`src/hw/rtl/bmph_pkg.sv`:
```
// shared constants and types for the bar meter with peak hold
package bmph_pkg;

   // meter geometry
   localparam int unsigned SEG_W       = 6;
   localparam logic [SEG_W-1:0] TOP_SEGMENT = 6'd42;
   localparam int unsigned NUM_SEG     = 43;
   localparam int unsigned TIME_W      = 32;

   // configuration register widths and reset values
   localparam int unsigned INTERVAL_W  = 16;
   localparam logic [INTERVAL_W-1:0] INTERVAL_RESET = 16'd200;
   localparam logic [SEG_W-1:0]      GREEN_RESET    = 6'd18;
   localparam logic [NUM_SEG-1:0]    TALL_RESET     = 43'h44444455554;

   // configuration port
   localparam int unsigned DATA_W  = 64;
   localparam int unsigned ADDR_W  = 5;
   localparam int unsigned INDEX_W = 2;

   // register index codes
   localparam logic [INDEX_W-1:0] REG_DECAY_INTERVAL = 2'd0;
   localparam logic [INDEX_W-1:0] REG_GREEN_LIMIT    = 2'd1;
   localparam logic [INDEX_W-1:0] REG_TALL_MASK      = 2'd2;

   // pixel geometry of the redraws
   localparam int unsigned XPOS_W   = 9;
   localparam int unsigned YTOP_W   = 7;
   localparam int unsigned HEIGHT_W = 5;
   localparam logic [XPOS_W-1:0]   X_ORIGIN     = 9'd26;
   localparam logic [YTOP_W-1:0]   Y_TOP_TALL   = 7'd94;
   localparam logic [YTOP_W-1:0]   Y_TOP_NORMAL = 7'd98;
   localparam logic [HEIGHT_W-1:0] H_TALL       = 5'd22;
   localparam logic [HEIGHT_W-1:0] H_NORMAL     = 5'd18;

   // segment colors
   typedef enum logic [1:0] {
      COLOR_BACKGROUND = 2'd0,
      COLOR_PEAK       = 2'd1,
      COLOR_GREEN      = 2'd2,
      COLOR_RED        = 2'd3
   } color_type;

   // sequencer states
   typedef enum logic [1:0] {
      ST_IDLE,
      ST_EVAL,
      ST_EMIT
   } state_type;

endpackage

```
`src/hw/rtl/bmph_req_if.sv`:
```
// input channel carrying meter updates
interface bmph_req_if;
   import bmph_pkg::*;

   logic              valid;
   logic              ready;
   logic [SEG_W-1:0]  new_level;
   logic [TIME_W-1:0] now_ms;

   modport source (output valid, output new_level, output now_ms, input ready);
   modport sink   (input valid, input new_level, input now_ms, output ready);
endinterface

```
`src/hw/rtl/bmph_rsp_if.sv`:
```
// result channel carrying segment redraws
interface bmph_rsp_if;
   import bmph_pkg::*;

   logic                valid;
   logic                ready;
   logic [SEG_W-1:0]    segment_index;
   logic [XPOS_W-1:0]   x_pos;
   logic [YTOP_W-1:0]   y_top;
   logic [HEIGHT_W-1:0] seg_height;
   logic [1:0]          color_code;
   logic                last;

   modport source (output valid, output segment_index, output x_pos, output y_top,
                   output seg_height, output color_code, output last, input ready);
   modport sink   (input valid, input segment_index, input x_pos, input y_top,
                   input seg_height, input color_code, input last, output ready);
endinterface

```
`src/hw/rtl/bar_meter_peak_hold_top.sv`:
```
// bar meter with peak hold: update sequencer and segment redraw unit
//
// Each accepted update passes from acceptance to evaluation (ST_EVAL),
// where the level, peak and peak time are updated, and then one redraw
// leaves per cycle in which the result channel is ready, from the first
// changed segment up to segment 42 in ascending order, the final one
// flagged with last. An update yields 0 to 43 redraws; the single segment
// counter steps the shared redraw unit once per taken redraw. The input is
// not ready until the last redraw of an update has been taken.
// Configuration sits at byte addresses 0 (decay interval), 8 (green limit)
// and 16 (tall mask) of a 64-bit APB port and has no clearing pass.
module bar_meter_peak_hold_top (
   input  logic                          clock,
   input  logic                          reset,
   bmph_req_if.sink                      req_chan,
   bmph_rsp_if.source                    rsp_chan,
   input  logic                          psel,
   input  logic                          penable,
   input  logic                          pwrite,
   input  logic [bmph_pkg::ADDR_W-1:0]   paddr,
   input  logic [bmph_pkg::DATA_W-1:0]   pwdata,
   output logic [bmph_pkg::DATA_W-1:0]   prdata,
   output logic                          pready
);
   import bmph_pkg::*;

   // configuration registers
   logic [INTERVAL_W-1:0] decay_interval_ff;
   logic [SEG_W-1:0]      green_limit_ff;
   logic [NUM_SEG-1:0]    tall_mask_ff;
   logic [INDEX_W-1:0]    csr_index;
   logic                  csr_write;

   // meter state
   logic [SEG_W-1:0]  shown_level_ff, shown_level_in;
   logic [SEG_W-1:0]  peak_level_ff, peak_level_in;
   logic [TIME_W-1:0] peak_time_ff, peak_time_in;

   // sequencer and captured update
   state_type         state_ff, state_in;
   logic [SEG_W-1:0]  level_ff;
   logic [TIME_W-1:0] now_ff;
   logic [SEG_W-1:0]  seg_ff, seg_in;
   logic              decay_mode_ff, decay_mode_in;

   // evaluation results
   logic              expired;
   logic              has_redraw;
   logic [SEG_W-1:0]  start_seg;
   logic [SEG_W-1:0]  peak_minus_one;
   logic [SEG_W-1:0]  sat_level;
   logic              req_fire;
   logic              rsp_fire;
   logic              at_top;

   // redraw unit signals
   logic              tall;
   color_type         color;

   assign pready    = 1'b1;
   assign csr_index = paddr[ADDR_W-1:ADDR_W-INDEX_W];
   assign csr_write = psel && penable && pwrite && pready;

   // register read back
   always_comb begin
      case (csr_index)
         REG_DECAY_INTERVAL: prdata = DATA_W'(decay_interval_ff);
         REG_GREEN_LIMIT:    prdata = DATA_W'(green_limit_ff);
         REG_TALL_MASK:      prdata = DATA_W'(tall_mask_ff);
         default:            prdata = '0;
      endcase
   end

   // configuration writes
   always_ff @(posedge clock) begin
      if (reset) begin
         decay_interval_ff <= INTERVAL_RESET;
         green_limit_ff    <= GREEN_RESET;
         tall_mask_ff      <= TALL_RESET;
      end else if (csr_write) begin
         case (csr_index)
            REG_DECAY_INTERVAL: decay_interval_ff <= pwdata[INTERVAL_W-1:0];
            REG_GREEN_LIMIT:    green_limit_ff    <= pwdata[SEG_W-1:0];
            REG_TALL_MASK:      tall_mask_ff      <= pwdata[NUM_SEG-1:0];
            default:            ;
         endcase
      end
   end

   // handshakes
   assign req_fire  = req_chan.valid && req_chan.ready;
   assign rsp_fire  = rsp_chan.valid && rsp_chan.ready;
   assign at_top    = (seg_ff == TOP_SEGMENT);
   assign sat_level = (req_chan.new_level > TOP_SEGMENT) ? TOP_SEGMENT : req_chan.new_level;

   // decay timer compare
   assign expired        = (now_ff - peak_time_ff) > TIME_W'(decay_interval_ff);
   assign peak_minus_one = peak_level_ff - 1'b1;

   // update evaluation
   always_comb begin
      shown_level_in = shown_level_ff;
      peak_level_in  = peak_level_ff;
      peak_time_in   = peak_time_ff;
      start_seg      = shown_level_ff;
      has_redraw     = 1'b0;
      decay_mode_in  = decay_mode_ff;
      if (level_ff != shown_level_ff) begin
         has_redraw    = 1'b1;
         decay_mode_in = 1'b0;
         if (level_ff > shown_level_ff) begin
            shown_level_in = level_ff;
            peak_level_in  = level_ff;
            peak_time_in   = now_ff;
            start_seg      = shown_level_ff;
         end else begin
            if (expired) begin
               peak_level_in = (peak_level_ff == '0) ? '0 : peak_minus_one;
               peak_time_in  = now_ff;
            end
            shown_level_in = shown_level_ff - 1'b1;
            start_seg      = shown_level_ff - 1'b1;
         end
      end else if ((peak_level_ff > shown_level_ff) && expired) begin
         // steady level: expired peak steps down by two, or by one when that reaches zero
         if (peak_minus_one != '0) begin
            peak_level_in = peak_minus_one - 1'b1;
            peak_time_in  = now_ff;
            start_seg     = peak_minus_one - 1'b1;
            has_redraw    = 1'b1;
            decay_mode_in = 1'b1;
         end else begin
            peak_level_in = peak_minus_one;
         end
      end
   end

   // next state
   always_comb begin
      state_in = state_ff;
      case (state_ff)
         ST_IDLE: if (req_fire) state_in = ST_EVAL;
         ST_EVAL: state_in = has_redraw ? ST_EMIT : ST_IDLE;
         ST_EMIT: if (rsp_fire && at_top) state_in = ST_IDLE;
         default: state_in = ST_IDLE;
      endcase
   end

   // sequencer outputs
   always_comb begin
      req_chan.ready = 1'b0;
      rsp_chan.valid = 1'b0;
      case (state_ff)
         ST_IDLE: req_chan.ready = 1'b1;
         ST_EMIT: rsp_chan.valid = 1'b1;
         default: ;
      endcase
   end

   // segment counter
   always_comb begin
      seg_in = seg_ff;
      if (state_ff == ST_EVAL) begin
         seg_in = start_seg;
      end else if (rsp_fire && !at_top) begin
         seg_in = seg_ff + 1'b1;
      end
   end

   // control and state registers
   always_ff @(posedge clock) begin
      if (reset) begin
         state_ff       <= ST_IDLE;
         seg_ff         <= '0;
         decay_mode_ff  <= 1'b0;
         shown_level_ff <= '0;
         peak_level_ff  <= '0;
         peak_time_ff   <= '0;
      end else begin
         state_ff <= state_in;
         seg_ff   <= seg_in;
         if (state_ff == ST_EVAL) begin
            decay_mode_ff  <= decay_mode_in;
            shown_level_ff <= shown_level_in;
            peak_level_ff  <= peak_level_in;
            peak_time_ff   <= peak_time_in;
         end
      end
   end

   // captured update payload
   always_ff @(posedge clock) begin
      if (req_fire) begin
         level_ff <= sat_level;
         now_ff   <= req_chan.now_ms;
      end
   end

   // redraw unit: color and geometry of the current segment
   assign tall = tall_mask_ff[seg_ff];

   always_comb begin
      if (!decay_mode_ff && (seg_ff < shown_level_ff)) begin
         color = (seg_ff <= green_limit_ff) ? COLOR_GREEN : COLOR_RED;
      end else begin
         color = (seg_ff == peak_level_ff) ? COLOR_PEAK : COLOR_BACKGROUND;
      end
   end

   assign rsp_chan.segment_index = seg_ff;
   assign rsp_chan.x_pos         = X_ORIGIN + (XPOS_W'(seg_ff) << 2) + (XPOS_W'(seg_ff) << 1);
   assign rsp_chan.y_top         = tall ? Y_TOP_TALL : Y_TOP_NORMAL;
   assign rsp_chan.seg_height    = tall ? H_TALL : H_NORMAL;
   assign rsp_chan.color_code    = color;
   assign rsp_chan.last          = at_top;

   // no new update is taken while redraws are pending
   assert property (@(posedge clock) disable iff (reset)
      rsp_chan.valid |-> !req_chan.ready)
      else $error("update accepted while redraws pending");

   // redraws of one update come in ascending segment order
   assert property (@(posedge clock) disable iff (reset)
      rsp_fire && !rsp_chan.last |=>
         rsp_chan.valid && (rsp_chan.segment_index == $past(rsp_chan.segment_index) + 1'b1))
      else $error("redraw sequence broken");

   // after the final redraw the block returns to taking updates
   assert property (@(posedge clock) disable iff (reset)
      rsp_fire && rsp_chan.last |=> req_chan.ready && !rsp_chan.valid)
      else $error("not idle after final redraw");

   // shown and peak levels never exceed the top segment
   assert property (@(posedge clock) disable iff (reset)
      shown_level_ff <= TOP_SEGMENT && peak_level_ff <= TOP_SEGMENT)
      else $error("level beyond top segment");

endmodule
```
`src/flat_wrapper.sv`:
```
// flat-port wrapper written by rule: the top's interface ports become plain ports
module bar_meter_peak_hold_top_flat import bmph_pkg::*;
  (clock, reset, psel, penable, pwrite, paddr, pwdata, prdata, pready, req_chan_valid, req_chan_new_level, req_chan_now_ms, req_chan_ready, rsp_chan_valid, rsp_chan_segment_index, rsp_chan_x_pos, rsp_chan_y_top, rsp_chan_seg_height, rsp_chan_color_code, rsp_chan_last, rsp_chan_ready);
  bmph_req_if req_chan_i ();
  bmph_rsp_if rsp_chan_i ();
  input  logic clock;
  input  logic reset;
  input  logic psel;
  input  logic penable;
  input  logic pwrite;
  input  logic [bmph_pkg::ADDR_W-1:0] paddr;
  input  logic [bmph_pkg::DATA_W-1:0] pwdata;
  output logic [bmph_pkg::DATA_W-1:0] prdata;
  output logic pready;
  input wire logic [$bits(req_chan_i.valid)-1:0] req_chan_valid;
  input wire logic [$bits(req_chan_i.new_level)-1:0] req_chan_new_level;
  input wire logic [$bits(req_chan_i.now_ms)-1:0] req_chan_now_ms;
  output wire logic [$bits(req_chan_i.ready)-1:0] req_chan_ready;
  output wire logic [$bits(rsp_chan_i.valid)-1:0] rsp_chan_valid;
  output wire logic [$bits(rsp_chan_i.segment_index)-1:0] rsp_chan_segment_index;
  output wire logic [$bits(rsp_chan_i.x_pos)-1:0] rsp_chan_x_pos;
  output wire logic [$bits(rsp_chan_i.y_top)-1:0] rsp_chan_y_top;
  output wire logic [$bits(rsp_chan_i.seg_height)-1:0] rsp_chan_seg_height;
  output wire logic [$bits(rsp_chan_i.color_code)-1:0] rsp_chan_color_code;
  output wire logic [$bits(rsp_chan_i.last)-1:0] rsp_chan_last;
  input wire logic [$bits(rsp_chan_i.ready)-1:0] rsp_chan_ready;
  assign req_chan_i.valid = req_chan_valid;
  assign req_chan_i.new_level = req_chan_new_level;
  assign req_chan_i.now_ms = req_chan_now_ms;
  assign req_chan_ready = req_chan_i.ready;
  assign rsp_chan_valid = rsp_chan_i.valid;
  assign rsp_chan_segment_index = rsp_chan_i.segment_index;
  assign rsp_chan_x_pos = rsp_chan_i.x_pos;
  assign rsp_chan_y_top = rsp_chan_i.y_top;
  assign rsp_chan_seg_height = rsp_chan_i.seg_height;
  assign rsp_chan_color_code = rsp_chan_i.color_code;
  assign rsp_chan_last = rsp_chan_i.last;
  assign rsp_chan_i.ready = rsp_chan_ready;
  bar_meter_peak_hold_top u_core (.clock(clock), .reset(reset), .req_chan(req_chan_i), .rsp_chan(rsp_chan_i), .psel(psel), .penable(penable), .pwrite(pwrite), .paddr(paddr), .pwdata(pwdata), .prdata(prdata), .pready(pready));
endmodule
```
`config.mk`:
```
export PLATFORM = sky130hd
export DESIGN_NAME = bar_meter_peak_hold_top_flat
export DESIGN_NICKNAME = d
export VERILOG_FILES = /design/src/hw/rtl/bmph_pkg.sv /design/src/hw/rtl/bmph_req_if.sv /design/src/hw/rtl/bmph_rsp_if.sv /design/src/hw/rtl/bar_meter_peak_hold_top.sv /design/src/flat_wrapper.sv
export SDC_FILE = /design/constraint.sdc
export NUM_CORES = 1
export LEC_CHECK = 0
export BUFFER_PORTS_ARGS = -buffer_cell sky130_fd_sc_hd__buf_2
export CAP_MARGIN = 25
export CORE_ASPECT_RATIO = 1.4
export CORE_MARGIN = 10
export CORE_UTILIZATION = 57
export DETAILED_ROUTE_END_ITERATION = 12
export HOLD_SLACK_MARGIN = 0.06
export PLACE_DENSITY = 0.79
export SETUP_SLACK_MARGIN = 0.4
export SYNTH_ARGS = -nofsm -noshare
export SYNTH_HDL_FRONTEND = slang
export SYNTH_SLANG_ARGS = --single-unit
```
`constraint.sdc`:
```
create_clock -name clock -period 5.9 [get_ports clock]
set_input_delay 0.295 -clock clock [delete_from_list [all_inputs] [get_ports clock]]
set_output_delay 0.295 -clock clock [all_outputs]
set_load 0.1 [all_outputs]
```
* After elaboration in Yosys (flattened, before gate mapping)
Index checks and enable logic that the tools add are counted.
** Operators by class
- Add/sub/neg operators :: 7
- $mul :: 0
- Div/mod/pow operators :: 0
- Magnitude comparators :: 7
- Equality and inequality tests :: 10
- Shifts and indexed selects :: 0
- Mux-type cells :: 38
- Bitwise gates (word level) :: 0
- Reduce and logical (&&, ||, !) cells :: 25
** Operators with widths (count)
- $mux W32 :: 5
- $pmux W43 S3 :: 1
- $mux W6 :: 14
- $gt A32 B16 Y1 :: 1
- $sub A32 B32 Y32 :: 1
- $sub A6 B1 Y6 const B :: 3
- $gt A6 B6 Y1 :: 2
- $mux W1 :: 11
- $reduce_and A2 Y1 :: 5
- $add A5 B8 Y9 const A :: 1
- $add A9 B7 Y9 :: 1
- $logic_and A1 B1 Y1 :: 8
- $mux W2 :: 4
- $lt A6 B7 Y1 const B :: 1
- $add A6 B1 Y6 const B :: 1
- $bmux W1 S6 :: 1
- $eq A6 B6 Y1 :: 1
- $eq A6 B6 Y1 const B :: 1
- $gt A6 B6 Y1 const B :: 1
- $le A6 B6 Y1 :: 1
- $logic_not A6 Y1 :: 1
- $lt A6 B6 Y1 :: 1
- $ne A6 B6 Y1 :: 1
- $pmux W2 S3 :: 1
- 11 further kinds :: 19
** Storage, ports and cells
- Register bits after elaboration :: 156
- Latch bits :: 0
- Memory bits (writable) :: 0
- Memory bits (read-only) :: 0
- Logic and storage cells :: 98
- Memories kept :: 0

* Depth between registers and ports, before layout
- Depth after elaboration :: 7
- Gate-level depth with buffers :: 24

* Worst setup path before layout
No wires, ideal clock.
- Path type :: reg2out
- Start point :: reg u_core.seg_ff[1], in the netlist u_core.rsp_chan.segment_index[1]
- End point :: out rsp_chan_color_code[0]
- Data arrival time :: 6.284 ns
- Slack :: -0.679 ns
- Stages on the path, launching flop included :: 10
- Path buffers :: 0
- Path through :: dfxtp_1 > ha_1 > o21ai_0 > nand2b_1 > a21oi_1 > nor2b_1 > o21ai_0 > nand2b_1 > a211oi_1 > o41ai_1
** On the way
- Word-level cells in the longest chain between the ends :: 3
- Elaborated cells between the ends (all ways) :: 7
- Classes of those cells :: order compare: 2; eq/ne: 1; mux: 3; reduce/logical: 1
** Ends and longest elaborated chain
- start: declaration :: line bar_meter_peak_hold_top.sv:43 : logic [SEG_W-1:0] seg_ff, seg_in;
- start signal: assignment :: line bar_meter_peak_hold_top.sv:181 : seg_ff <= seg_in;
- $le A6 B6 Y1 (tied with other cells) :: line bar_meter_peak_hold_top.sv:204 : color = (seg_ff <= green_limit_ff) ? COLOR_GREEN : COLOR_RED;
- $mux W1 (tied with other cells) :: line bar_meter_peak_hold_top.sv:204
- $mux W2 * :: line bar_meter_peak_hold_top.sv:203 : if (!decay_mode_ff && (seg_ff < shown_level_ff)) begin
- end: declaration :: line flat_wrapper.sv:24 : output wire logic [$bits(rsp_chan_i.color_code)-1:0] rsp_chan_color_code;
Every way passes the cells marked *; elsewhere a longest branch is shown, timed or not.

* Final worst setup path
- Start point :: reg u_core.now_ff[2]
- End point :: reg u_core.peak_time_ff[0]
** On the way
- Word-level cells in the longest chain between the ends :: 5
- Elaborated cells between the ends (all ways) :: 6
- Classes of those cells :: add/sub: 1; order compare: 1; eq/ne: 1; reduce/logical: 3
** Ends and longest elaborated chain
- start: declaration :: line bar_meter_peak_hold_top.sv:42 : logic [TIME_W-1:0] now_ff;
- start signal: assignment :: line bar_meter_peak_hold_top.sv:195 : now_ff <= req_chan.now_ms;
- $sub A32 B32 Y32 * :: line bar_meter_peak_hold_top.sv:97 : assign expired = (now_ff - peak_time_ff) > TIME_W'(decay_interval_ff);
- $gt A32 B16 Y1 * :: line bar_meter_peak_hold_top.sv:97
- $logic_and A1 B1 Y1 :: line bar_meter_peak_hold_top.sv:124 : end else if ((peak_level_ff > shown_level_ff) && expired) begin
- $reduce_bool A2 Y1 (no source line)
- $reduce_and A4 Y1 (no source line) *
- end signal: assignment :: line bar_meter_peak_hold_top.sv:186 : peak_time_ff <= peak_time_in;
- end: declaration :: line bar_meter_peak_hold_top.sv:37 : logic [TIME_W-1:0] peak_time_ff, peak_time_in;
Marked as above.
A chain may end at the register's enable or synchronous reset.

==> results by group <==
Detailed routing
  – DRT iter0 DRCs: 762
  – DRC Markers: 0
  – Drt wl/cell: ~17 um
  – Final ANT Viol Nets: 0
  – Pre-antenna DRT Iters: 5
  – Vias/cell: between 5 and 6
  – Via count: slightly below 10000
  – Post-Route WL: 29400 um

Power and ir drop
  – Combinational Power Share: 0.351
  – Clock share of power: 0.315
  – P_sw: approximately 1.5 mW
  – Seq pwr share: 0.334
  – Sw Ratio: 0.412
  – Max VDD drop: roughly 0.17 mV
  – Power Total: between 3 and 4 mW
  – Static leakage: between 5 and 6 nW
  – Int Pwr: ~2.1 mW
  – PD cells: 291 nW/um^2

Yosys
  – Post-synth EDFFs: 38
  – Area contributors post-synth: dfxtp_1 (22%), edfxtp_1 (11%), ha_1 (11%)
  – Area leader, netlist: dfxtp_1
  – Sequential area share after synthesis: 0.323
  – YS warnings: 0
  – Seq cells post-synth: approximately 160
  – Cells after Synth: roughly 1300
  – Count of cell types in the netlist: between 80 and 90
  – Asr flop ratio synth: 0
  – Synth top area share: 0.218
  – Syn_area_per_cell: roughly 8.4 um^2
  – Post-synth top flop: dfxtp_1
  – Synth Cell Area: between 10000 and 15000 um^2

Timing
  – Rel. slew slack: 0.343
  – Final setup vio count: 0
  – Achievable frequency: 0.194 GHz
  – Worst-Margin Slew: approximately 0.98 ns
  – Period Utilization, post-route: 0.875
  – Final Hold Fails: 0
  – Worst Skew: 0.0108 ns
  – Fin Hold WS: approximately 0.07 ns
  – Fin crit period: ~5.2 ns
  – RSZ-0062 raised after global routing: no
  – Setup TNS Final: 0 ns
  – Slew Viols, Final: 0

Outcome
  – Outcome: completed

Critical path
  – R2r setup slk: around 0.74 ns
  – Crit path required time: approximately 6.2 ns
  – Reg-to-reg critical path endpoint: u_core.peak_time_ff[0]
  – Worst R2R Path Depth: 21
  – Peak fanout along the critical path: 32
  – Setup crit end kind: flip-flop
  – Critical R2R Launch: u_core.now_ff[2]
  – Worst Path Arrival: between 5 and 6 ns
  – CP startpoint: u_core.now_ff[2]
  – Startpoint Class: flip-flop
  – Crit path kind: reg2reg

Clock network
  – Worst-skew pair later-pin latency: 0.43 ns
  – # H-tree levels: 4
  – Reg clk slew, reported paths: approximately 0.08 ns
  – CTS Buffer Depth: 2
  – Clk root buf: clkbuf_16
  – CTS tree: done
  – Setup Fix Bufs, Post-CTS: 0
  – # clock sinks: ~160
  – CTS buffer count: 17

Finish
  – Final non-filler cell area: roughly 12000 um^2
  – Nets: roughly 1700
  – FILL cells: about 1600
  – Finished Core Util: 0.667
  – Commonest non-fill, non-tap cell in the layout: nand2_1
  – Share of layout cells above drive strength 1: 0.162
  – Commonest non-fill, non-tap cells in the layout: nand2_1 (257), buf_2 (156), dfxtp_1 (116)
  – Area delta synth->final: 15.0%

GRT
  – Largest net degree at the start of global routing: 67
  – Initial antenna violation count: 0
  – Vias in the first global route: around 9800
  – Global Route Usage Sum: 0.230
  – Total gr overflow: 0
  – First-pass GRT wire length: approximately 47000 um

Placement
  – GP Congestion: between 0.9 and 1
  – Dpl cell area: 11500 um^2
  – Port buffer count: between 150 and 200
  – Hpwl dp: ~22000 um

Worst hold path
  – Hold Path Cell Cnt: 3
  – Hold Path Origin: pwdata[26]
  – Hold EP: u_core.tall_mask_ff[26]
  – Class of the worst hold path: in2reg

Job
  – Max_cap viols: 0

Floorplanning
  – Num ports: 211
  – FP Rows: between 50 and 60
  – Die W: between 100 and 150 um
  – Die ar.: roughly 25000 um^2
  – Die H: ~180 um
  – Initial Utilization: 0.580
  – Core Box Area: roughly 19000 um^2
-- worst max path at each step --
stage,cells after the start,end
finish,21,u_core.peak_time_ff[0]
global route,21,u_core.peak_time_ff[0]
CTS,19,u_core.peak_time_ff[0]
detailed placement,21,u_core.peak_time_ff[5]
global placement,21,u_core.peak_time_ff[4]
floorplan,6,rsp_chan_color_code[0]
-- kinds of logic after synthesis --
kind of cell / count (synthesis) / share of synthesized area
AO/OA/AOI/OAI: 270 / 0.163
XOR/XNOR: 44 / 0.0356
adder cells (fa/ha/maj): 93 / 0.109
buffers and inverters: 178 / 0.0858
flip-flops: 156 / 0.323
multiplexers: 66 / 0.0737
other: 2 / 0.000693
AND/OR/NAND/NOR: 488 / 0.209
-- final cells by class --
class                           count  area, um^2  share of cell area
Timing Repair Buffer              195        1160              0.0929
Tap cell                          244         305              0.0245
Clock inverter                     15         193              0.0155
Antenna cell                        1        2.50            0.000201
Inverter                           87         327              0.0262
Multi-Input combinational cell    991        6540               0.525
Sequential cell                   156        3510               0.281
Clock buffer                       17         425              0.0342
-- cells in the mapped netlist, types with 4 or more instances --
cell and number:
and3_1 9, nand2_1 257, edfxtp_1 38, a211oi_1 5, or3_1 4, a21o_1 12
o31ai_1 6, nor4_1 5, a311oi_1 4, mux4_2 11, nor3_1 13, nand4_1 26
a22oi_1 5, xnor2_1 28, buf_2 9, nand2b_1 12, clkbuf_1 34, nor2b_1 12
buf_4 34, inv_1 87, o21a_1 16, a21oi_1 109, dfxtp_1 118, mux2i_1 55
o211ai_1 13, o221ai_1 5, o21ai_1 6, and2_1 35, nand3_1 37, nor2_1 59
ha_1 91, o21ai_0 42, xor2_1 16, clkbuf_8 6
-- power groups by stage --
stage / clock network [mW] / logic, mW / registers [mW]
2_1_floorplan: 0 / 1.03 / 1.23
5_1_grt: 1.20 / 1.37 / 1.21
3_5_place_dp: 0 / 1.23 / 1.23
3_3_place_gp: 0 / 1.22 / 1.23
6_report: 1.14 / 1.27 / 1.21
4_1_cts: 1.16 / 1.26 / 1.21
-- worst max-delay path: stages (launching register included) --
cell       delay (ns)
edfxtp_1         0.40
ha_1             0.37
o211ai_1         0.24
a21oi_2          0.09
nor2_1           0.15
o21ai_1          0.13
a21boi_1         0.24
o21ai_1          0.14
a21o_1           0.20
a21oi_1          0.17
xnor2_1          0.09
ha_1             0.30
nand4_1          0.16
nor4_2           0.34
a211oi_1         0.08
nor4_1           0.39
o2111ai_2        0.21
a2111oi_4        0.42
and4_4           0.34
nor3_4           0.04
buf_4            0.30
mux2i_1          0.18
-- stage by stage --
| step | worst slack (ns) | cells |
|---|---|---|
| floorplan | 0.409 | 1325 |
| finish | 0.739 | 1706 |
| global placement | 0.616 | 1640 |
| detailed placement | 0.440 | 1641 |
| CTS | 0.447 | 1705 |
| global route | 0.384 | 1705 |
-- state kept, by name, indices dropped and copies added (netlist names) --
name	cells
u_core.green_limit_ff	6
u_core.peak_time_ff	32
u_core.decay_mode_ff	1
u_core.tall_mask_ff	43
u_core.state_ff	2
u_core.shown_level_ff	6
u_core.rsp_chan.segment_index	6
u_core.level_ff	6
u_core.peak_level_ff	6
u_core.now_ff	32
u_core.decay_interval_ff	16
-- metal layers --
layer / wire length (um) / up-vias / global-route usage
li1: - / 4789 / -
met1: 11400 / 4623 / 0.249
met2: 15400 / 339 / 0.425
met3: 1790 / 61 / 0.0429
met4: 775 / 0 / 0.0931
met5: 0 / - / 0
-- what timing repair did --
| action | CTS | global route |
|---|---|---|
| gates resized for setup | 2 | 6 |
| hold endpoints to repair | 32 | 0 |
| endpoints found under the setup margin | 32 | 46 |
| hold buffers | 32 | 0 |
Power figures use the tool's default switching activity.
